===== config.mk =====
export PLATFORM = sky130hd
export DESIGN_NAME = stun_frame_builder_crc_flat
export DESIGN_NICKNAME = d
export VERILOG_FILES = /design/src/sfb_pkg.sv /design/src/sfb_if.sv /design/src/sfb_ram.sv /design/src/stun_frame_builder_crc.sv /design/src/flat_wrapper.sv
export SDC_FILE = /design/constraint.sdc
export NUM_CORES = 1
export LEC_CHECK = 0
export BUFFER_PORTS_ARGS = -buffer_cell sky130_fd_sc_hd__buf_2
export CORE_AREA = 2 2 260 262
export CTS_CLUSTER_DIAMETER = 150
export CTS_CLUSTER_SIZE = 16
export DETAILED_ROUTE_END_ITERATION = 10
export DIE_AREA = 0 0 262 264
export SLEW_MARGIN = 10
export SYNTH_ARGS = -nofsm -noshare
export SYNTH_HDL_FRONTEND = slang
export SYNTH_HIERARCHICAL = 1
export SYNTH_SLANG_ARGS = --single-unit

===== constraint.sdc =====
create_clock -name clk_i -period 4 [get_ports clk_i]
set_input_delay 0.2 -clock clk_i [delete_from_list [all_inputs] [get_ports clk_i]]
set_output_delay 0.2 -clock clk_i [all_outputs]
set_load 0.005 [all_outputs]

===== src/sfb_pkg.sv =====
package sfb_pkg;

  localparam int unsigned CfgWords = 6;
  localparam int unsigned CfgAw    = 3;
  localparam int unsigned CfgIdxW  = 3;

  localparam logic [31:0] CRC_POLY = 32'hEDB8_8320;
  localparam logic [31:0] CRC_ONES = 32'hFFFF_FFFF;
  localparam logic [31:0] FP_XOR   = 32'h5354_554E;

  localparam logic [31:0] RST_MAGIC_COOKIE = 32'h2112_A442;
  localparam logic [31:0] RST_DATA_TYPE    = 32'h0000_0013;
  localparam logic [31:0] RST_FP_TYPE      = 32'h0000_8028;
  localparam logic [15:0] RST_MAX_PAYLOAD  = 16'd1200;
  localparam logic [15:0] RST_OUT_CAPACITY = 16'hFFFF;

  localparam logic CMD_START = 1'b0;
  localparam logic CMD_BYTE  = 1'b1;

  typedef enum logic [CfgIdxW-1:0] {
    CFG_TXN_HIGH,
    CFG_TXN_MIDDLE,
    CFG_TXN_LOW,
    CFG_MAGIC_COOKIE,
    CFG_DATA_ATTR_TYPE,
    CFG_FP_ATTR_TYPE,
    CFG_MAX_PAYLOAD,
    CFG_OUT_CAPACITY
  } cfg_idx_e;

  typedef enum logic [1:0] {
    ST_OK,
    ST_TOO_LONG,
    ST_OVER_CAP,
    ST_NO_FRAME
  } status_e;

  typedef enum logic [1:0] {
    SRC_LIT,
    SRC_RAM,
    SRC_CRC
  } src_e;

  typedef struct packed {
    logic             valid;
    src_e             src;
    logic [CfgAw-1:0] addr;
    logic [1:0]       lane;
    logic [7:0]       lit;
    logic             crc_en;
    logic             crc_init;
    logic             last;
    status_e          status;
  } sfb_op_t;

  function automatic logic [31:0] crc_byte(input logic [31:0] c_in, input logic [7:0] b);
    logic [31:0] c;
    c = c_in ^ {24'd0, b};
    for (int i = 0; i < 8; i++) begin
      c = c[0] ? (CRC_POLY ^ (c >> 1)) : (c >> 1);
    end
    return c;
  endfunction

  // big endian lane select, lane 0 is the top byte
  function automatic logic [7:0] byte_of(input logic [31:0] w, input logic [1:0] lane);
    logic [7:0] b;
    unique case (lane)
      2'd0: b = w[31:24];
      2'd1: b = w[23:16];
      2'd2: b = w[15:8];
      2'd3: b = w[7:0];
    endcase
    return b;
  endfunction

  function automatic logic [31:0] cfg_reset_word(input logic [CfgAw-1:0] a);
    logic [31:0] w;
    unique case (a)
      CFG_MAGIC_COOKIE:   w = RST_MAGIC_COOKIE;
      CFG_DATA_ATTR_TYPE: w = RST_DATA_TYPE;
      CFG_FP_ATTR_TYPE:   w = RST_FP_TYPE;
      default:            w = 32'd0;
    endcase
    return w;
  endfunction

endpackage


===== src/sfb_if.sv =====
interface sfb_in_if;
  logic        valid;
  logic        ready;
  logic        cmd;
  logic [15:0] frame_type;
  logic [15:0] data_len;
  logic [7:0]  data_byte;

  modport source (output valid, output cmd, output frame_type, output data_len,
                  output data_byte, input ready);
  modport sink (input valid, input cmd, input frame_type, input data_len,
                input data_byte, output ready);
endinterface

interface sfb_out_if;
  logic       valid;
  logic       ready;
  logic [7:0] out_byte;
  logic       frame_end;
  logic [1:0] status;

  modport source (output valid, output out_byte, output frame_end, output status,
                  input ready);
  modport sink (input valid, input out_byte, input frame_end, input status,
                output ready);
endinterface

interface sfb_cfg_if;
  logic        valid;
  logic        ready;
  logic [2:0]  index;
  logic [31:0] data;

  modport source (output valid, output index, output data, input ready);
  modport sink (input valid, input index, input data, output ready);
endinterface


===== src/sfb_ram.sv =====
module sfb_ram #(
  parameter int unsigned Width = 32,
  parameter int unsigned Depth = 8
) (
  input  logic                                       clk_i,
  input  logic                                       we_i,
  input  logic [((Depth > 1) ? $clog2(Depth) : 1)-1:0] waddr_i,
  input  logic [Width-1:0]                           wdata_i,
  input  logic                                       re_i,
  input  logic [((Depth > 1) ? $clog2(Depth) : 1)-1:0] raddr_i,
  output logic [Width-1:0]                           rdata_o
);

  logic [Width-1:0] mem_q [Depth];
  logic [Width-1:0] rdata_q;

  always_ff @(posedge clk_i) begin
    if (we_i) begin
      mem_q[waddr_i] <= wdata_i;
    end
    if (re_i) begin
      rdata_q <= mem_q[raddr_i];
    end
  end

  assign rdata_o = rdata_q;

endmodule


===== src/stun_frame_builder_crc.sv =====
// pipeline: an accepted item's first op is registered in s1_q, its byte then in the output register
// throughput: one result byte and one payload item per cycle, absent an output stall
// a start item holds the input while the header is sent (and the fingerprint, with an empty
// payload), the last payload item while the padding and the fingerprint are sent
// reset: frame closed, crc all ones, registers back to their defaults; frame words in
// the config memory read their defaults until written
module stun_frame_builder_crc import sfb_pkg::*; (
  input  logic      clk_i,
  input  logic      rst_ni,
  sfb_in_if.sink    in_i,
  sfb_out_if.source out_o,
  sfb_cfg_if.sink   cfg_i
);

  localparam logic [1:0] SQ_IDLE = 2'd0;
  localparam logic [1:0] SQ_HDR  = 2'd1;
  localparam logic [1:0] SQ_PAD  = 2'd2;
  localparam logic [1:0] SQ_FP   = 2'd3;

  logic adv;
  logic [1:0] seq_q, seq_d;
  logic [4:0] idx_q, idx_d;
  logic open_q, open_d;
  logic [15:0] rem_q, rem_d;
  logic [1:0] pad_q, pad_d;
  logic [15:0] mtype_q, mtype_d, plen_q, plen_d, body_q, body_d;
  sfb_op_t s1_q, s1_d;
  logic [31:0] crc_q, crc_d;
  logic ob_valid_q, ob_valid_d;
  logic [7:0] ob_byte_q, ob_byte_d;
  logic ob_end_q, ob_end_d;
  status_e ob_status_q, ob_status_d;
  logic [15:0] max_pay_q, cap_q;
  logic [CfgWords-1:0] cfg_vld_q;
  logic cfg_we;
  logic [CfgAw-1:0] ram_raddr;
  logic [31:0] ram_rdata, ram_word, fp_val;
  logic [7:0] b_byte;
  logic [16:0] padded;
  logic [17:0] total;

  assign adv         = !ob_valid_q || out_o.ready;
  assign in_i.ready  = adv && (seq_q == SQ_IDLE);
  assign cfg_i.ready = 1'b1;
  assign cfg_we      = cfg_i.valid && (cfg_i.index < 3'(CfgWords));

  assign padded = ({1'b0, in_i.data_len} + 17'd3) & ~17'd3;
  assign total  = {1'b0, padded} + 18'd32;

  // sequencer: picks the next byte and issues the config memory read
  always_comb begin
    seq_d   = seq_q;
    idx_d   = idx_q;
    open_d  = open_q;
    rem_d   = rem_q;
    pad_d   = pad_q;
    mtype_d = mtype_q;
    plen_d  = plen_q;
    body_d  = body_q;
    s1_d    = s1_q;
    if (adv) begin
      s1_d        = '0;
      s1_d.src    = SRC_LIT;
      s1_d.status = ST_OK;
      unique case (seq_q)
        SQ_IDLE: begin
          if (in_i.valid) begin
            s1_d.valid = 1'b1;
            if (in_i.cmd == CMD_START) begin
              open_d = 1'b0;
              rem_d  = 16'd0;
              pad_d  = 2'd0;
              if (in_i.data_len > max_pay_q) begin
                s1_d.last   = 1'b1;
                s1_d.status = ST_TOO_LONG;
              end else if (total > {2'b00, cap_q}) begin
                s1_d.last   = 1'b1;
                s1_d.status = ST_OVER_CAP;
              end else begin
                mtype_d       = in_i.frame_type;
                plen_d        = in_i.data_len;
                body_d        = 16'(padded + 17'd12);
                rem_d         = in_i.data_len;
                pad_d         = 2'd0 - in_i.data_len[1:0];
                open_d        = (in_i.data_len != 16'd0);
                seq_d         = SQ_HDR;
                idx_d         = 5'd1;
                s1_d.lit      = in_i.frame_type[15:8];
                s1_d.crc_en   = 1'b1;
                s1_d.crc_init = 1'b1;
              end
            end else if (!open_q) begin
              s1_d.last   = 1'b1;
              s1_d.status = ST_NO_FRAME;
            end else begin
              s1_d.lit    = in_i.data_byte;
              s1_d.crc_en = 1'b1;
              rem_d       = rem_q - 16'd1;
              if (rem_q == 16'd1) begin
                open_d = 1'b0;
                seq_d  = (pad_q != 2'd0) ? SQ_PAD : SQ_FP;
                idx_d  = 5'd0;
              end
            end
          end
        end
        SQ_HDR: begin
          s1_d.valid  = 1'b1;
          s1_d.crc_en = 1'b1;
          s1_d.lane   = idx_q[1:0];
          unique case (idx_q[4:2])
            3'd0: s1_d.lit = byte_of({mtype_q, body_q}, idx_q[1:0]);
            3'd1: begin
              s1_d.src  = SRC_RAM;
              s1_d.addr = CFG_MAGIC_COOKIE;
            end
            3'd2: begin
              s1_d.src  = SRC_RAM;
              s1_d.addr = CFG_TXN_HIGH;
            end
            3'd3: begin
              s1_d.src  = SRC_RAM;
              s1_d.addr = CFG_TXN_MIDDLE;
            end
            3'd4: begin
              s1_d.src  = SRC_RAM;
              s1_d.addr = CFG_TXN_LOW;
            end
            3'd5: begin
              if (!idx_q[1]) begin
                s1_d.src  = SRC_RAM;
                s1_d.addr = CFG_DATA_ATTR_TYPE;
                s1_d.lane = {1'b1, idx_q[0]};
              end else begin
                s1_d.lit = byte_of({plen_q, plen_q}, idx_q[1:0]);
              end
            end
            default: s1_d.lit = 8'd0;
          endcase
          idx_d = idx_q + 5'd1;
          if (idx_q == 5'd23) begin
            idx_d = 5'd0;
            seq_d = (plen_q == 16'd0) ? SQ_FP : SQ_IDLE;
          end
        end
        SQ_PAD: begin
          s1_d.valid  = 1'b1;
          s1_d.crc_en = 1'b1;
          pad_d       = pad_q - 2'd1;
          if (pad_q == 2'd1) begin
            seq_d = SQ_FP;
            idx_d = 5'd0;
          end
        end
        SQ_FP: begin
          s1_d.valid = 1'b1;
          s1_d.lane  = idx_q[1:0];
          unique case (idx_q[2:0])
            3'd0, 3'd1: begin
              s1_d.src  = SRC_RAM;
              s1_d.addr = CFG_FP_ATTR_TYPE;
              s1_d.lane = {1'b1, idx_q[0]};
            end
            3'd2: s1_d.lit = 8'd0;
            3'd3: s1_d.lit = 8'd4;
            default: s1_d.src = SRC_CRC;
          endcase
          idx_d = idx_q + 5'd1;
          if (idx_q[2:0] == 3'd7) begin
            s1_d.last = 1'b1;
            idx_d     = 5'd0;
            seq_d     = SQ_IDLE;
          end
        end
        default: seq_d = SQ_IDLE;
      endcase
    end
    ram_raddr = s1_d.addr;
  end

  sfb_ram #(
    .Width(32),
    .Depth(CfgWords)
  ) u_cfg_ram (
    .clk_i  (clk_i),
    .we_i   (cfg_we),
    .waddr_i(cfg_i.index),
    .wdata_i(cfg_i.data),
    .re_i   (adv),
    .raddr_i(ram_raddr),
    .rdata_o(ram_rdata)
  );

  // byte stage: memory data is aligned with s1_q here
  always_comb begin
    ram_word = cfg_vld_q[s1_q.addr] ? ram_rdata : cfg_reset_word(s1_q.addr);
    fp_val   = ~crc_q ^ FP_XOR;
    unique case (s1_q.src)
      SRC_RAM: b_byte = byte_of(ram_word, s1_q.lane);
      SRC_CRC: b_byte = byte_of(fp_val, s1_q.lane);
      default: b_byte = s1_q.lit;
    endcase
    crc_d       = crc_q;
    ob_valid_d  = ob_valid_q;
    ob_byte_d   = ob_byte_q;
    ob_end_d    = ob_end_q;
    ob_status_d = ob_status_q;
    if (adv) begin
      ob_valid_d  = s1_q.valid;
      ob_byte_d   = b_byte;
      ob_end_d    = s1_q.last;
      ob_status_d = s1_q.status;
      if (s1_q.valid && s1_q.crc_en) begin
        crc_d = crc_byte(s1_q.crc_init ? CRC_ONES : crc_q, b_byte);
      end
    end
  end

  assign out_o.valid     = ob_valid_q;
  assign out_o.out_byte  = ob_byte_q;
  assign out_o.frame_end = ob_end_q;
  assign out_o.status    = ob_status_q;

  always_ff @(posedge clk_i or negedge rst_ni) begin
    if (!rst_ni) begin
      seq_q       <= SQ_IDLE;
      idx_q       <= 5'd0;
      open_q      <= 1'b0;
      rem_q       <= 16'd0;
      pad_q       <= 2'd0;
      s1_q        <= '0;
      crc_q       <= CRC_ONES;
      ob_valid_q  <= 1'b0;
      ob_end_q    <= 1'b0;
      ob_status_q <= ST_OK;
      max_pay_q   <= RST_MAX_PAYLOAD;
      cap_q       <= RST_OUT_CAPACITY;
      cfg_vld_q   <= '0;
    end else begin
      seq_q       <= seq_d;
      idx_q       <= idx_d;
      open_q      <= open_d;
      rem_q       <= rem_d;
      pad_q       <= pad_d;
      s1_q        <= s1_d;
      crc_q       <= crc_d;
      ob_valid_q  <= ob_valid_d;
      ob_end_q    <= ob_end_d;
      ob_status_q <= ob_status_d;
      if (cfg_we) begin
        cfg_vld_q[cfg_i.index] <= 1'b1;
      end
      if (cfg_i.valid && (cfg_i.index == CFG_MAX_PAYLOAD)) begin
        max_pay_q <= cfg_i.data[15:0];
      end
      if (cfg_i.valid && (cfg_i.index == CFG_OUT_CAPACITY)) begin
        cap_q <= cfg_i.data[15:0];
      end
    end
  end

  always_ff @(posedge clk_i) begin
    mtype_q   <= mtype_d;
    plen_q    <= plen_d;
    body_q    <= body_d;
    ob_byte_q <= ob_byte_d;
  end

  a_err_ends_frame: assert property (@(posedge clk_i) disable iff (!rst_ni)
    ob_valid_q && (ob_status_q != ST_OK) |-> ob_end_q)
    else $error("error item without frame end");

  a_pad_done_in_fp: assert property (@(posedge clk_i) disable iff (!rst_ni)
    (seq_q == SQ_FP) |-> (pad_q == 2'd0))
    else $error("fingerprint started with padding left");

  a_closed_no_remaining: assert property (@(posedge clk_i) disable iff (!rst_ni)
    !open_q |-> (rem_q == 16'd0))
    else $error("closed frame with bytes remaining");

  a_stall_holds_op: assert property (@(posedge clk_i) disable iff (!rst_ni)
    !adv |=> $stable(s1_q))
    else $error("byte stage op changed during stall");

endmodule


===== src/flat_wrapper.sv =====
// flat-port wrapper written by rule: the top's interface ports become plain ports
module stun_frame_builder_crc_flat import sfb_pkg::*;
  (clk_i, rst_ni, in_i_valid, in_i_cmd, in_i_frame_type, in_i_data_len, in_i_data_byte, in_i_ready, out_o_valid, out_o_out_byte, out_o_frame_end, out_o_status, out_o_ready, cfg_i_valid, cfg_i_index, cfg_i_data, cfg_i_ready);
  sfb_in_if in_i_i ();
  sfb_out_if out_o_i ();
  sfb_cfg_if cfg_i_i ();
  input  logic clk_i;
  input  logic rst_ni;
  input wire logic [$bits(in_i_i.valid)-1:0] in_i_valid;
  input wire logic [$bits(in_i_i.cmd)-1:0] in_i_cmd;
  input wire logic [$bits(in_i_i.frame_type)-1:0] in_i_frame_type;
  input wire logic [$bits(in_i_i.data_len)-1:0] in_i_data_len;
  input wire logic [$bits(in_i_i.data_byte)-1:0] in_i_data_byte;
  output wire logic [$bits(in_i_i.ready)-1:0] in_i_ready;
  output wire logic [$bits(out_o_i.valid)-1:0] out_o_valid;
  output wire logic [$bits(out_o_i.out_byte)-1:0] out_o_out_byte;
  output wire logic [$bits(out_o_i.frame_end)-1:0] out_o_frame_end;
  output wire logic [$bits(out_o_i.status)-1:0] out_o_status;
  input wire logic [$bits(out_o_i.ready)-1:0] out_o_ready;
  input wire logic [$bits(cfg_i_i.valid)-1:0] cfg_i_valid;
  input wire logic [$bits(cfg_i_i.index)-1:0] cfg_i_index;
  input wire logic [$bits(cfg_i_i.data)-1:0] cfg_i_data;
  output wire logic [$bits(cfg_i_i.ready)-1:0] cfg_i_ready;
  assign in_i_i.valid = in_i_valid;
  assign in_i_i.cmd = in_i_cmd;
  assign in_i_i.frame_type = in_i_frame_type;
  assign in_i_i.data_len = in_i_data_len;
  assign in_i_i.data_byte = in_i_data_byte;
  assign in_i_ready = in_i_i.ready;
  assign out_o_valid = out_o_i.valid;
  assign out_o_out_byte = out_o_i.out_byte;
  assign out_o_frame_end = out_o_i.frame_end;
  assign out_o_status = out_o_i.status;
  assign out_o_i.ready = out_o_ready;
  assign cfg_i_i.valid = cfg_i_valid;
  assign cfg_i_i.index = cfg_i_index;
  assign cfg_i_i.data = cfg_i_data;
  assign cfg_i_ready = cfg_i_i.ready;
  stun_frame_builder_crc u_core (.clk_i(clk_i), .rst_ni(rst_ni), .in_i(in_i_i), .out_o(out_o_i), .cfg_i(cfg_i_i));
endmodule

-- Yosys cells after proc, flatten, opt, wreduce, memory -nomap -nowiden
Memory sizes are Yosys's and may differ from the RTL's. A register that Yosys moved wholly into a read port is not among the register bits.
Cells that the tools add are included.
- RAM bits: 192
- input bits: 81
- memories: 1
- word-level logic and storage cells: 208
- output and inout port bits: 14
- register bits: 177
- bitwise logic cells: 15
- eq/ne operators: 38
- reductions and logical operators: 30
- add/subtract/negate cells: 7
- mux-type cells: 86
- magnitude comparators: 6
- memories (name ; words ; width ; rd ports ; clocked after memory_dff ; write ports ; RTL line ; source):
    u_core.u_cfg_ram.mem_q ; 6 ; 32 ; 1 ; 1 ; 1 ; sfb_ram.sv:14 ; logic [Width-1:0] mem_q [Depth];
- operators by type and width (kind ; number):
    $mux 32 ; 10
    $not 13->14 ; 8
    $pmux 8 s4 ; 3
    $pmux 30 s3 ; 1
    $mux 16 ; 4
    $mux 5 ; 10
    $pmux 8 s2 ; 3
    $mux 2 ; 16
    $not 32->32 ; 1
    $xor 32x8->32 ; 1
    $pmux 8 s3 ; 1
    $eq 3x3->1 const B ; 7
    $mux 10 ; 2
    $pmux 4 s5 ; 1
    $pmux 5 s4 ; 1
    $add 17x6->18 const B ; 1
    $gt 18x16->1 ; 1
    $mux 18 ; 1
    $mux 9 ; 2
    $add 16x2->17 const B ; 1
    $add 16x4->16 const B ; 1
    $eq 16x1->1 const B ; 1
    $gt 16x16->1 ; 1
    $logic_not 16->1 ; 1
    other kinds (45) ; 103

-- Logic depth before layout (Yosys ltp)
Gate-level depths: netlist of the first run.
- depth after elaboration: 22
- mapped depth: 22
- gate-level depth less buffers: 21

-- Cells and area by module
The synthesis of the first run kept the hierarchy.
- modules (own cells, without submodules) (module ; area each (µm²) ; cells an instance ; sequential area each (µm²) ; times used):
    stun_frame_builder_crc ; 11289.6 ; 1162 ; 4714.5 ; 1
    sfb_ram ; 8379.3 ; 418 ; 6726.5 ; 1

-- Worst setup path before layout of the first run
Ideal clock, no wire load.
- kind: input to register
- start: input in_i_data_len[2]
- end: register u_core.body_q[10], enable pin
- slack: -0.570 ns
- required time: 3.618 ns
- stages: 19
- path buffers: 2
- setup time: 0.382 ns
- data arrival time: 4.188 ns
- cell sequence: clkbuf_1 nand4_1 or3_1 clkbuf_1 o31ai_1 a21oi_1 nand2b_1 nor3_1 nor3b_1 xnor2_1 ha_1 nand4_1 nor2_1 a41oi_1 nand2_1 o211ai_1 a31oi_1 nand4_1 inv_2
- word-level cells in the longest chain between the ends: 5
- elaborated cells between the ends (all ways): 7
- those cells by class: add/sub (2); order compare (2); bitwise (2); reduce/logical (1)
- ends and longest elaborated chain (element ; RTL line ; source):
    from (decl) ; flat_wrapper.sv:12 ; input wire logic [$bits(in_i_i.data_len)-1:0] in_i_data_len;
    $add 16x2->17 ; stun_frame_builder_crc.sv:47 ; assign padded = ({1'b0, in_i.data_len} + 17'd3) & ~17'd3;
    $add 17x6->18 ; stun_frame_builder_crc.sv:48 ; assign total = {1'b0, padded} + 18'd32;
    $gt 18x16->1 ; stun_frame_builder_crc.sv:76 ; end else if (total > {2'b00, cap_q}) begin
    $not 1->1 (no line) ; n/a ;
    $reduce_and 6->1 (no line) (*) ; n/a ;
    to (signal assigned) ; stun_frame_builder_crc.sv:265 ; body_q <= body_d;
    to (decl) ; stun_frame_builder_crc.sv:26 ; logic [15:0] mtype_q, mtype_d, plen_q, plen_d, body_q, body_d;
Mark *: on every way between the ends. The rest lies on a longest branch, timed or not.
A chain may end at the register's enable or synchronous reset.

-- Worst setup path after layout of the first run
- start: input in_i_data_len[1]
- end: register u_core.plen_q[2], enable pin
- word-level cells in the longest chain between the ends: 5
- elaborated cells between the ends (all ways): 7
- those cells by class: add/sub (2); order compare (2); bitwise (2); reduce/logical (1)
- ends and longest elaborated chain (element ; RTL line ; source):
    $add 16x2->17 ; stun_frame_builder_crc.sv:47 ;
    $add 17x6->18 ; stun_frame_builder_crc.sv:48 ;
    $gt 18x16->1 ; stun_frame_builder_crc.sv:76 ;
    $not 1->1 (no line) ; n/a ;
    $reduce_and 6->1 (no line) (*) ; n/a ;
    to (signal assigned) ; stun_frame_builder_crc.sv:264 ; plen_q <= plen_d;
    to (decl) ; stun_frame_builder_crc.sv:26 ;
Marked as above.

==> summary.md, run 1 <==
### Outcome
• status: finished clean

### Global routing
• global-route usage over all layers: 0.1482
• via count of the first global-routing pass: 13,470
• number of antenna violations at the first check in global routing: 1
• Most Crowded Layer GR: met2
• routing usage on met1: 0.2027
• total congestion overflow after global routing: 0
• maximum number of pins on one net before global-route repair: 62
• met3 Use GR: 0.01708
• met2 GRT Util: 0.2458
• first-pass GRT wire length: 80,010 µm

### Setup path
• Reg2Reg Depth: 10
• CP Max Fanout: 6
• element type at the critical path start: input port
• endpoint type of the worst setup path: flop
• worst-path cell chain: buf_2, dlygate4sd3_1, buf_6, or3_4, o31ai_4, a21oi_2, nand2b_4, nor3_4, nor3b_4, xnor2_2, ha_1, a211oi_1, nand3_1, nand2_1, o211ai_1, a31oi_2, nand4_1, buf_12, inv_8
• sum of buffers and inverters on the critical path: 5
• RR Endpoint: u_core/crc_q[21]$_DFFE_PN1P_
• reg-to-reg startpoint: u_core/s1_q[15]$_DFF_PN0_
• slowest CP cell: sky130_fd_sc_hd__dlygate4sd3_1
• top cell family by delay on the critical path: simple AND/OR/NAND/NOR gates
• required time at the endpoint of the critical path: 4.30 ns
• largest stage delay on the critical path: 0.57 ns
• R2R setup slack: 0.18 ns
• critical path class: input port to flop
• arrival time at the worst endpoint: 4.20 ns

### Clock tree
• number of clock sinks: 399
• clock transition time at the flip-flop clock pins of the worst setup and hold paths: 0.07 ns
• number of buffers on the longest clock path: 3
• maximum level of the CTS H-tree: 1
• TritonCTS clock tree: done
• total clock buffers created by CTS: 28
• clock root buffer master: sky130_fd_sc_hd__clkbuf_16
• clock latency at the later pin of the worst-skew pair: 0.60 ns

### STA
• final count of pins violating max slew: 0
• max-slew headroom at the worst pin: 0.4596
• actual transition at the worst max-transition pin: 0.8082 ns
• Max Clk Rate: 256.3 MHz
• Min Hold Slack: 0.02293 ns
• Final period util: 0.9756
• final setup skew: 0.03067 ns
• Min Clock Period, post-route: 3.902 ns
• Final Hold Fails: 0
• endpoints failing setup: 0

### Synthesis
• count of warnings emitted by yosys: 6
• Post-synth top flop: sky130_fd_sc_hd__edfxtp_1
• netlist area before placement: 0.01967 mm²
• EDFF count, synth: 278
• number of instances in the synthesized netlist: 1,580
• number of nets produced by synthesis: 1,712
• count of cell types in the netlist: 81
• Synth async-reset ratio: 0.3033
• part of the Yosys area used for sequential elements: 0.5817
• number of synthesized register bits: 399
• average size of a mapped cell: 12.45 µm²

### Detailed routing
• remaining design rule violation count: 0
• routed via count divided by cell count: 4.980
• wirelength, routed: 52,020 µm
• Via Count: 13,260
• routed wire length per instance: 19.54 µm
• 1st-iter DRT viols: 1,030
• First-pass DRT Iterations: 6
• number of nets still failing antenna checks after routing: 0

### Power and ir drop
• portion of total power attributed to combinational logic: 0.425
• relative contribution of the clock network to total power: 0.188
• Switching Share: 0.3639
• static leakage power: 8.686 nW
• worst-case vdd ir drop: 0.4004 mV
• P per Cell Area: 627.2 mW/mm²
• internal power of the cells: 0.009307 W
• Sw Pwr: 0.005323 W
• proportion of power drawn by flip-flops and latches: 0.388
• Tot Pwr: 0.01463 W

### Floorplan
• Initial Utilization: 0.2955
• Std-Cell Core Area: 0.06656 mm²
• die area: 0.06917 mm²
• die outline height: 264 µm
• IO Count: 95
• std cell rows: 95
• x dimension of the die: 262 µm

### Final layout
• # fillers: 6,445
• combined area of the multi-input logic cells: 0.007819 mm²
• footprint of the flip-flops and latches: 0.01144 mm²
• synth-to-layout area growth: 18.59%
• share of post-route cells with drive strength above 1: 0.2107
• number of nets in the final layout: 1,899
• top library cells by usage in the layout, fill and taps aside: sky130_fd_sc_hd__edfxtp_1, sky130_fd_sc_hd__mux2i_1, sky130_fd_sc_hd__nor2_1
• Finished Cell Area: 0.02333 mm²
• most common cell after layout, fill and taps aside: sky130_fd_sc_hd__edfxtp_1

### Placed design
• Port Buffers: 93
• Detail Placement HPWL: 35,820 µm
• area of placed instances: 0.02147 mm²
• global placer's final weighted congestion: 0.8746

### Hold path
• critical hold path startpoint: in_i_data_len[4]
• class of the worst hold path: input port to flop
• depth of the worst hold-timing path: 2
• end point of the worst hold path: u_core/plen_q[4]$_DFFE_PP_

### Job
• max-capacitance violation count: 0

cell families (layout without fill, tap and decap cells):
kind of cell	count (synthesis)	after routing	synth area share
DFF	399	399	0.5817
other	1	2	0.0001907
xor gates and xnor gates	101	101	0.05235
adders and majority gates	51	51	0.03244
muxes	153	153	0.08581
buffers and inverters	164	373	0.03607
AOI/OAI and AO/OA	370	370	0.1296
and+or+nand+nor	341	341	0.08181
per-layer routing:
metal | vias up | part of all wire
met5 | - | 0
met4 | 0 | 0.026
met3 | 70 | 0.043
met2 | 345 | 0.48
met1 | 6605 | 0.45
li1 | 6243 | -
how the worst max path moves through the flow:
stage,from,to,slack (ns),cells after the start
floorplan,in_i_data_len[2],u_core/rem_q[5]$_DFFE_PN0P_,0.02,20
global placement,in_i_data_len[0],u_core/rem_q[3]$_DFFE_PN0P_,-0.05,20
detailed placement,in_i_data_len[0],u_core/rem_q[5]$_DFFE_PN0P_,-0.09,20
CTS,in_i_data_len[5],u_core/rem_q[7]$_DFFE_PN0P_,0.02,20
global route,in_i_data_len[1],u_core/rem_q[5]$_DFFE_PN0P_,-0.07,21
finish,in_i_data_len[1],u_core/plen_q[2]$_DFFE_PP_,0.1,19
per-stage QoR:
step	TNS (ns)	utilization	setup slack, ns	std cells
floorplan	0	-	0.01699	1580
global placement	-2.068	0.3225	-0.05223	2531
detailed placement	-3.970	0.3225	-0.09191	2531
CTS	0	0.3445	0.02491	2648
global route	-2.232	0.3504	-0.06597	2663
finish	0	0.3504	0.09778	2663
power by group through the flow:
stage               Sequential [W]  Combinational, W  Clock [W]
finish                     0.00567           0.00621    0.00274
global route               0.00576           0.00680    0.00299
CTS                        0.00568           0.00616    0.00283
detailed placement         0.00576           0.00607          0
global placement           0.00574           0.00599          0
floorplan                  0.00560           0.00463          0
what timing repair did:
action                     in CTS  in global routing
setup endpoints to repair       0                 84
hold endpoints to repair      279                  0
resized for setup               0                 69
setup buffers                   0                  9
hold buffers                   65                  0
sequential cells by signal, indices dropped and copies added (netlist names), 16 cells and up:
name	flops
u_core/rem_q	16
u_core/mtype_q	16
u_core/s1_q	21
u_core/crc_q	32
u_core/plen_q	16
u_core/cap_q	16
u_core/u_cfg_ram/rdata_o	32
u_core/u_cfg_ram/mem_q	192
u_core/max_pay_q	16
cell usage after synthesis, drive strengths merged (4+ instances only):
master  count  area (µm²)
edfxtp    278        8348
mux4        9       202.7
a221o       8       80.08
o22ai      11       68.82
a21oi      95       505.5
nand2      88       330.3
inv        82       307.8
nor2b      19       118.9
a221oi     15       148.9
a222oi      6       60.06
a211oi      6       45.04
o21ai      81       405.4
or4         6       45.04
dfstp      52        1366
a31o        5       43.79
nand3      21       105.1
and2        7       43.79
dfrtp      69        1727
nand4      18       112.6
nor4        9       56.30
clkbuf     57       214.0
a22o       38       332.8
xor2       33       352.8
and3        8       50.05
nand2b     16       100.1
mux2i     109        1091
xnor2      66       630.6
or2         6       37.54
mux2       35       394.1
o21a        7       52.55
a31oi      11       68.82
nor3       20       100.1
nor2      111       416.7
a21o       15       112.6
buf        25       187.7
ha         51       638.1
o31ai      11       82.58
o41ai       4       35.03
a22oi      14       118.9
o211ai     14       105.1
area by class of cell:
class | count | share of cell area
diodes | 1 | 0.0001073
clock buffers | 51 | 0.03374
clock inverters | 1 | 0.001287
inverters | 82 | 0.01389
multi-input cells | 1017 | 0.3352
flip-flops and latches | 399 | 0.4905
well taps | 873 | 0.04683
repair buffers | 233 | 0.07488
repair inverters | 6 | 0.003594
Note: power is estimated with default switching activity, not from simulation.
==> run 2: changes to the inputs <==
--- a/config.mk
+++ b/config.mk
@@ -6,11 +6,12 @@
 export NUM_CORES = 1
 export LEC_CHECK = 0
 export BUFFER_PORTS_ARGS = -buffer_cell sky130_fd_sc_hd__buf_2
-export CORE_AREA = 2 2 260 262
+export CORE_AREA = 2 2 188 190
 export CTS_CLUSTER_DIAMETER = 150
 export CTS_CLUSTER_SIZE = 16
 export DETAILED_ROUTE_END_ITERATION = 10
-export DIE_AREA = 0 0 262 264
+export DIE_AREA = 0 0 190 192
+export PLACE_DENSITY = 0.75
 export SLEW_MARGIN = 10
 export SYNTH_ARGS = -nofsm -noshare
 export SYNTH_HDL_FRONTEND = slang
==> constraint.sdc (replaced) <==
create_clock -name clk_i -period 4 [get_ports clk_i]
set_input_delay 0.4 -clock clk_i [delete_from_list [all_inputs] [get_ports clk_i]]
set_output_delay 0.4 -clock clk_i [all_outputs]
set_load 0.005 [all_outputs]
==> summary.md, run 2 (synthesized netlist as in run 1, its figures left out) <==
### Outcome
• status: finished clean, unchanged

### Floorplan
• std cell rows: 68, was 95
• Std-Cell Core Area: 0.03429 mm², was 0.06656 mm²
• Initial Utilization: 0.5736, was 0.2955
• IO Count: 95, unchanged
• x dimension of the die: 190 µm, was 262 µm
• die area: 0.03648 mm², was 0.06917 mm²
• die outline height: 192 µm, was 264 µm

### Final layout
• Finished Cell Area: 0.02206 mm², was 0.02333 mm²
• count of non-filler cells in the finished layout: 2,191, was 2,663
• share of post-route cells with drive strength above 1: 0.2053, was 0.2107
• Largest register FFs: 192, unchanged
• most common cell after layout, fill and taps aside: sky130_fd_sc_hd__edfxtp_1, unchanged
• top library cells by usage in the layout, fill and taps aside: sky130_fd_sc_hd__edfxtp_1, sky130_fd_sc_hd__mux2i_1, sky130_fd_sc_hd__nor2_1, unchanged
• Reg with most FFs: u_core/u_cfg_ram/mem_q, unchanged
• number of nets in the final layout: 1,844, was 1,899
• synth-to-layout area growth: 12.16%, was 18.59%

### Clock tree
• total clock buffers created by CTS: 28, unchanged
• number of clock sinks: 399, unchanged
• number of buffers on the longest clock path: 3, unchanged
• clock transition time at the flip-flop clock pins of the worst setup and hold paths: 0.07 ns, about the same
• clock latency at the later pin of the worst-skew pair: 0.58 ns, was 0.60 ns
• TritonCTS clock tree: done, unchanged
• clock root buffer master: sky130_fd_sc_hd__clkbuf_16, unchanged
• maximum level of the CTS H-tree: 1, unchanged

### Global routing
• number of antenna violations at the first check in global routing: 3, was 1
• via count of the first global-routing pass: 12,870, was 13,470
• global-route usage over all layers: 0.2645, was 0.1482
• maximum number of pins on one net before global-route repair: 75, was 62
• first-pass GRT wire length: 74,290 µm, was 80,010 µm
• total congestion overflow after global routing: 0, unchanged

### Detailed routing
• Via Count: 13,240, was 13,260
• wirelength, routed: 47,870 µm, was 52,020 µm
• number of nets still failing antenna checks after routing: 0, unchanged
• routed via count divided by cell count: 6.041, was 4.980
• remaining design rule violation count: 0, unchanged
• First-pass DRT Iterations: 8, was 6
• 1st-iter DRT viols: 1,252, was 1,030
• routed wire length per instance: 21.85 µm, was 19.54 µm

### Power and ir drop
• worst-case vdd ir drop: 0.5816 mV, was 0.4004 mV
• static leakage power: 8.358 nW, was 8.686 nW
• Tot Pwr: 0.01450 W, was 0.01463 W
• P per Cell Area: 657.4 mW/mm², was 627.2 mW/mm²

### Setup path
• CP Max Fanout: 26, was 6
• critical path class: input port to flop, unchanged
• endpoint type of the worst setup path: flop, unchanged
• required time at the endpoint of the critical path: 4.28 ns, was 4.30 ns
• arrival time at the worst endpoint: 4.00 ns, was 4.20 ns
• element type at the critical path start: input port, unchanged

### Placed design
• Port Buffers: 93, unchanged
• area of placed instances: 0.02112 mm², was 0.02147 mm²
• global placer's final weighted congestion: 0.9328, was 0.8746
• Detail Placement HPWL: 32,840 µm, was 35,820 µm
• Setup Slack @ Placement: -0.2774 ns, was -0.09191 ns
• Inst Count DP: 2,126, was 2,531

### STA
• Final period util: 0.9304, was 0.9756
• final count of pins violating max slew: 0, unchanged
• Min Clock Period, post-route: 3.721 ns, was 3.902 ns
• final worst setup slack: 0.2785 ns, was 0.09778 ns
• endpoints failing setup: 0, unchanged
• final setup skew: 0.01407 ns, was 0.03067 ns
• max-slew headroom at the worst pin: 0.2414, was 0.4596
• Final Hold Fails: 0, unchanged
• Max Clk Rate: 268.7 MHz, was 256.3 MHz
• actual transition at the worst max-transition pin: 1.135 ns, was 0.8082 ns

### Hold path
• class of the worst hold path: input port to flop, unchanged

### Job
• max-capacitance violation count: 0, unchanged

-- run 2: worst paths after layout --
kind	from	endpoint	slack, ns	cells after the start
max	in_i_data_len[2]	u_core/plen_q[9]$_DFFE_PP_	0.28	20
min in group asynchronous	rst_ni	u_core/pad_q[0]$_DFFE_PN0P_	0.43	2
min	in_i_frame_type[8]	u_core/mtype_q[8]$_DFFE_PP_	0.04	1
max in group asynchronous	rst_ni	u_core/crc_q[23]$_DFFE_PN1P_	2.58	3
min reg2reg	u_core/out_o.status[0]$_DFFE_PN0N_	u_core/out_o.status[0]$_DFFE_PN0N_	0.46	2
max reg2reg	u_core/s1_q[16]$_DFF_PN0_	u_core/crc_q[26]$_DFFE_PN1P_	0.33	10
-- run 2: final cells by class --
type                       instances  area, µm²
timing repair inverter             1      8.758
clock buffer                      51      787.0
fill                            2588      12230
tap                              455      569.3
multi-input combinational       1017       7669
inverter                          82      334.1
sequential                       399      11440
timing repair buffer             183       1216
antenna                            2      5.005
clock inverter                     1      30.03
-- run 2: timing repair --
item                                   in CTS  in global routing
buffers inserted                            0                  1
endpoints found under the hold margin      51                  0
hold buffers                                9                  0
setup endpoints to repair                   0                 51
resized for setup                           0                  2
-- run 2: worst max-delay path, stage by stage --
cell	delay [ns]
sky130_fd_sc_hd__buf_2	0.09
sky130_fd_sc_hd__nand4_1	0.11
sky130_fd_sc_hd__or3_1	0.53
sky130_fd_sc_hd__o31ai_1	0.25
sky130_fd_sc_hd__a21oi_1	0.13
sky130_fd_sc_hd__nand2b_4	0.18
sky130_fd_sc_hd__nor3_4	0.17
sky130_fd_sc_hd__nor3b_2	0.25
sky130_fd_sc_hd__xnor2_1	0.10
sky130_fd_sc_hd__ha_1	0.33
sky130_fd_sc_hd__nand4_1	0.10
sky130_fd_sc_hd__nor2_1	0.13
sky130_fd_sc_hd__a41oi_2	0.12
sky130_fd_sc_hd__nand2_1	0.08
sky130_fd_sc_hd__o211ai_1	0.10
sky130_fd_sc_hd__a31oi_1	0.20
sky130_fd_sc_hd__buf_4	0.16
sky130_fd_sc_hd__nand4_1	0.10
sky130_fd_sc_hd__buf_4	0.22
sky130_fd_sc_hd__bufinv_16	0.26
-- run 2: metal layers --
metal / GRT usage / vias to the layer above / wire, µm
li1: - / 6134 / -
met2: 0.4437 / 479 / 23090
met4: 0.06321 / 2 / 1084
met3: 0.03106 / 66 / 3165
met1: 0.3713 / 6554 / 20510
met5: 0 / - / 11
-- run 2: where the power goes --
part           leakage (nW)  switching (W)  internal (W)
logic                  4.05        0.00342       0.00270
registers              3.93       0.000437       0.00525
clock network         0.384        0.00136       0.00133
-- run 2: stage by stage --
step                      hold WS, ns  TNS, ns    util
after floorplan                0.1044  -0.1979       -
after global placement         0.4479   -8.053  0.6160
after detailed placement       0.4511   -14.59  0.6160
after CTS                     0.02288        0  0.6425
after global routing          0.01966  -0.1360  0.6434
final                         0.03986        0  0.6434
==> run 3: changes to the inputs <==
--- a/config.mk
+++ b/config.mk
@@ -6,12 +6,12 @@
 export NUM_CORES = 1
 export LEC_CHECK = 0
 export BUFFER_PORTS_ARGS = -buffer_cell sky130_fd_sc_hd__buf_2
-export CORE_AREA = 2 2 188 190
+export CORE_AREA = 2 2 185 187
 export CTS_CLUSTER_DIAMETER = 150
 export CTS_CLUSTER_SIZE = 16
 export DETAILED_ROUTE_END_ITERATION = 10
-export DIE_AREA = 0 0 190 192
-export PLACE_DENSITY = 0.75
+export DIE_AREA = 0 0 187 189
+export PLACE_DENSITY = 0.77
 export SLEW_MARGIN = 10
 export SYNTH_ARGS = -nofsm -noshare
 export SYNTH_HDL_FRONTEND = slang
==> summary.md, run 3 (synthesized netlist as in run 1, its figures left out) <==
### Final layout
• number of nets in the final layout: 1,847, was 1,844
• count of non-filler cells in the finished layout: 2,190, was 2,191
• Reg with most FFs: u_core/u_cfg_ram/mem_q, unchanged
• top library cells by usage in the layout, fill and taps aside: sky130_fd_sc_hd__edfxtp_1, sky130_fd_sc_hd__mux2i_1, sky130_fd_sc_hd__nor2_1, unchanged
• share of post-route cells with drive strength above 1: 0.2090, was 0.2053
• most common cell after layout, fill and taps aside: sky130_fd_sc_hd__edfxtp_1, unchanged
• Largest register FFs: 192, unchanged
• synth-to-layout area growth: 12.33%, was 12.16%
• # fillers: 2,479, was 2,588

### STA
• final setup skew: 0.01506 ns, was 0.01407 ns
• Max Clk Rate: 263.0 MHz, was 268.7 MHz
• Min Clock Period, post-route: 3.802 ns, was 3.721 ns
• Min Hold Slack: -0.03666 ns, was 0.03986 ns
• actual transition at the worst max-transition pin: 1.190 ns, was 1.135 ns
• final count of pins violating max slew: 0, unchanged
• endpoints failing setup: 0, unchanged
• max-slew headroom at the worst pin: 0.2048, was 0.2414
• Final period util: 0.9504, was 0.9304
• Final Hold Fails: 8, was 0
• Total Negative Setup Slacks: 0 ns, unchanged

### Setup path
• slowest CP cell: sky130_fd_sc_hd__or3_1, unchanged
• required time at the endpoint of the critical path: 4.27 ns, was 4.28 ns
• largest stage delay on the critical path: 0.41 ns, was 0.53 ns
• sum of buffers and inverters on the critical path: 5, was 4
• endpoint type of the worst setup path: flop, unchanged
• arrival time at the worst endpoint: 4.07 ns, was 4.00 ns
• worst-path cell chain: buf_2, inv_1, ha_1, or3_1, o31ai_1, a21oi_2, nand2b_4, nor3_4, buf_4, nand2_1, xor2_1, ha_1, o21a_1, nor2_1, a41oi_2, nand2_1, o211ai_1, a31oi_2, nand4_1, buf_4, bufinv_16, was buf_2, nand4_1, or3_1, o31ai_1, a21oi_1, nand2b_4, nor3_4, nor3b_2, xnor2_1, ha_1, nand4_1, nor2_1, a41oi_2, nand2_1, o211ai_1, a31oi_1, buf_4, nand4_1, buf_4, bufinv_16
• CP Max Fanout: 26, unchanged
• top cell family by delay on the critical path: simple AND/OR/NAND/NOR gates, unchanged
• element type at the critical path start: input port, unchanged
• critical path class: input port to flop, unchanged

### Floorplan
• Std-Cell Core Area: 0.03328 mm², was 0.03429 mm²
• x dimension of the die: 187 µm, was 190 µm
• die area: 0.03534 mm², was 0.03648 mm²
• std cell rows: 67, was 68
• IO Count: 95, unchanged
• die outline height: 189 µm, was 192 µm
• Initial Utilization: 0.5910, was 0.5736

### Power and ir drop
• internal power of the cells: 0.009310 W, was 0.009288 W
• worst-case vdd ir drop: 0.6645 mV, was 0.5816 mV
• portion of total power attributed to combinational logic: 0.425, was 0.422
• relative contribution of the clock network to total power: 0.185, about the same
• Switching Share: 0.3594, was 0.3596
• proportion of power drawn by flip-flops and latches: 0.390, was 0.392
• static leakage power: 8.391 nW, was 8.358 nW
• Sw Pwr: 0.005223 W, was 0.005215 W
• P per Cell Area: 657.8 mW/mm², was 657.4 mW/mm²
• Tot Pwr: 0.01453 W, was 0.01450 W

### Detailed routing
• remaining design rule violation count: 0, unchanged
• First-pass DRT Iterations: 5, was 8
• routed wire length per instance: 21.79 µm, was 21.85 µm
• number of nets still failing antenna checks after routing: 0, unchanged
• routed via count divided by cell count: 6.092, was 6.041
• Via Count: 13,340, was 13,240
• 1st-iter DRT viols: 1,231, was 1,252
• wirelength, routed: 47,720 µm, was 47,870 µm

### Clock tree
• clock transition time at the flip-flop clock pins of the worst setup and hold paths: 0.08 ns, was 0.07 ns
• total clock buffers created by CTS: 28, unchanged
• number of clock sinks: 399, unchanged
• maximum level of the CTS H-tree: 1, unchanged
• TritonCTS clock tree: done, unchanged
• clock latency at the later pin of the worst-skew pair: 0.58 ns, about the same
• number of buffers on the longest clock path: 3, unchanged
• clock root buffer master: sky130_fd_sc_hd__clkbuf_16, unchanged

### Global routing
• via count of the first global-routing pass: 13,220, was 12,870
• number of antenna violations at the first check in global routing: 5, was 3
• first-pass GRT wire length: 74,530 µm, was 74,290 µm
• total congestion overflow after global routing: 0, unchanged
• global-route usage over all layers: 0.2687, was 0.2645
• maximum number of pins on one net before global-route repair: 76, was 75

### Placed design
• Port Buffers: 93, unchanged
• Detail Placement HPWL: 32,520 µm, was 32,840 µm
• global placer's final weighted congestion: 0.9466, was 0.9328
• Inst Count DP: 2,122, was 2,126

### Outcome
• status: complete, but fails checks, was finished clean
• violations in the final reports: hold timing

### Job
• max-capacitance violation count: 0, unchanged

### Hold path
• class of the worst hold path: input port to asynchronous set/reset pin, was input port to flop

run 3: changes by cell type in the layout (fill, tap and decap cells not counted), sizes merged:
cell	previous run	this run
buf	174	180
diode	2	5
dlygate4sd3	9	6
run 3: power groups by stage:
stage	clock network [W]	registers (W)	logic [W]
2_1_floorplan	0	0.00560	0.00464
3_3_place_gp	0	0.00572	0.00599
3_5_place_dp	0	0.00574	0.00611
4_1_cts	0.00273	0.00566	0.00615
5_1_grt	0.00287	0.00574	0.00673
6_report	0.00269	0.00567	0.00618
run 3: worst paths after layout:
check / to / cells past startpoint / slack (ns) / start
max in group asynchronous: u_core/cap_q[1]$_DFFE_PN1P_ / 2 / 3.01 / rst_ni
min reg2reg: u_core/out_o.status[0]$_DFFE_PN0N_ / 2 / 0.46 / u_core/out_o.status[0]$_DFFE_PN0N_
min in group clk_i: u_core/mtype_q[5]$_DFFE_PP_ / 1 / 0.01 / in_i_frame_type[5]
max reg2reg: u_core/crc_q[16]$_DFFE_PN1P_ / 10 / 0.36 / u_core/cfg_vld_q[1]$_DFFE_PN0P_
max: u_core/mtype_q[7]$_DFFE_PP_ / 21 / 0.20 / in_i_data_len[0]
min: u_core/pad_q[0]$_DFFE_PN0P_ / 1 / -0.04 / rst_ni
run 3: worst reg2reg max path: cells and delay by family, from the launching register on:
kind | cells | cell delay, ns
xor gates and xnor gates | 4 | 1.47
DFF | 1 | 0.46
muxes | 1 | 0.58
AOI/OAI and AO/OA | 4 | 0.97
and+or+nand+nor | 1 | 0.06
run 3: layout make-up:
cell class	count	area, µm²	area share
clock inverter	1	16.27	0.0007362
multi-input combinational	1017	7687	0.3479
antenna	5	12.51	0.0005663
clock buffer	51	787.0	0.03562
sequential	399	11440	0.5178
timing repair inverter	1	8.758	0.0003964
inverter	82	334.1	0.01512
tap	448	560.5	0.02537
timing repair buffer	186	1247	0.05646
run 3: per-layer routing:
metal | GRT usage | share of wire
met1 | 0.3719 | 0.42
met4 | 0.08669 | 0.036
met2 | 0.4428 | 0.47
met3 | 0.03837 | 0.073
met5 | 0 | 0
run 3: stage by stage:
| stage | setup slack, ns | util | hold WS [ns] | instance area, µm² |
|---|---|---|---|---|
| CTS | 0.2584 | 0.6616 | 0.001167 | 22020 |
| detailed placement | -0.3219 | 0.6356 | 0.4536 | 21150 |
| finish | 0.1982 | 0.6639 | -0.03666 | 22090 |
| floorplan | -0.007669 | - | 0.1044 | 19820 |
| global route | -0.04543 | 0.6637 | 0.0001202 | 22090 |
| global placement | -0.2185 | 0.6356 | 0.4461 | 21150 |
run 3: what timing repair did:
action,4_1_cts,5_1_grt
setup endpoints to repair,0,60
setup buffers,0,4
resized for setup,0,5
hold buffers,6,0
endpoints found under the hold margin,6,0
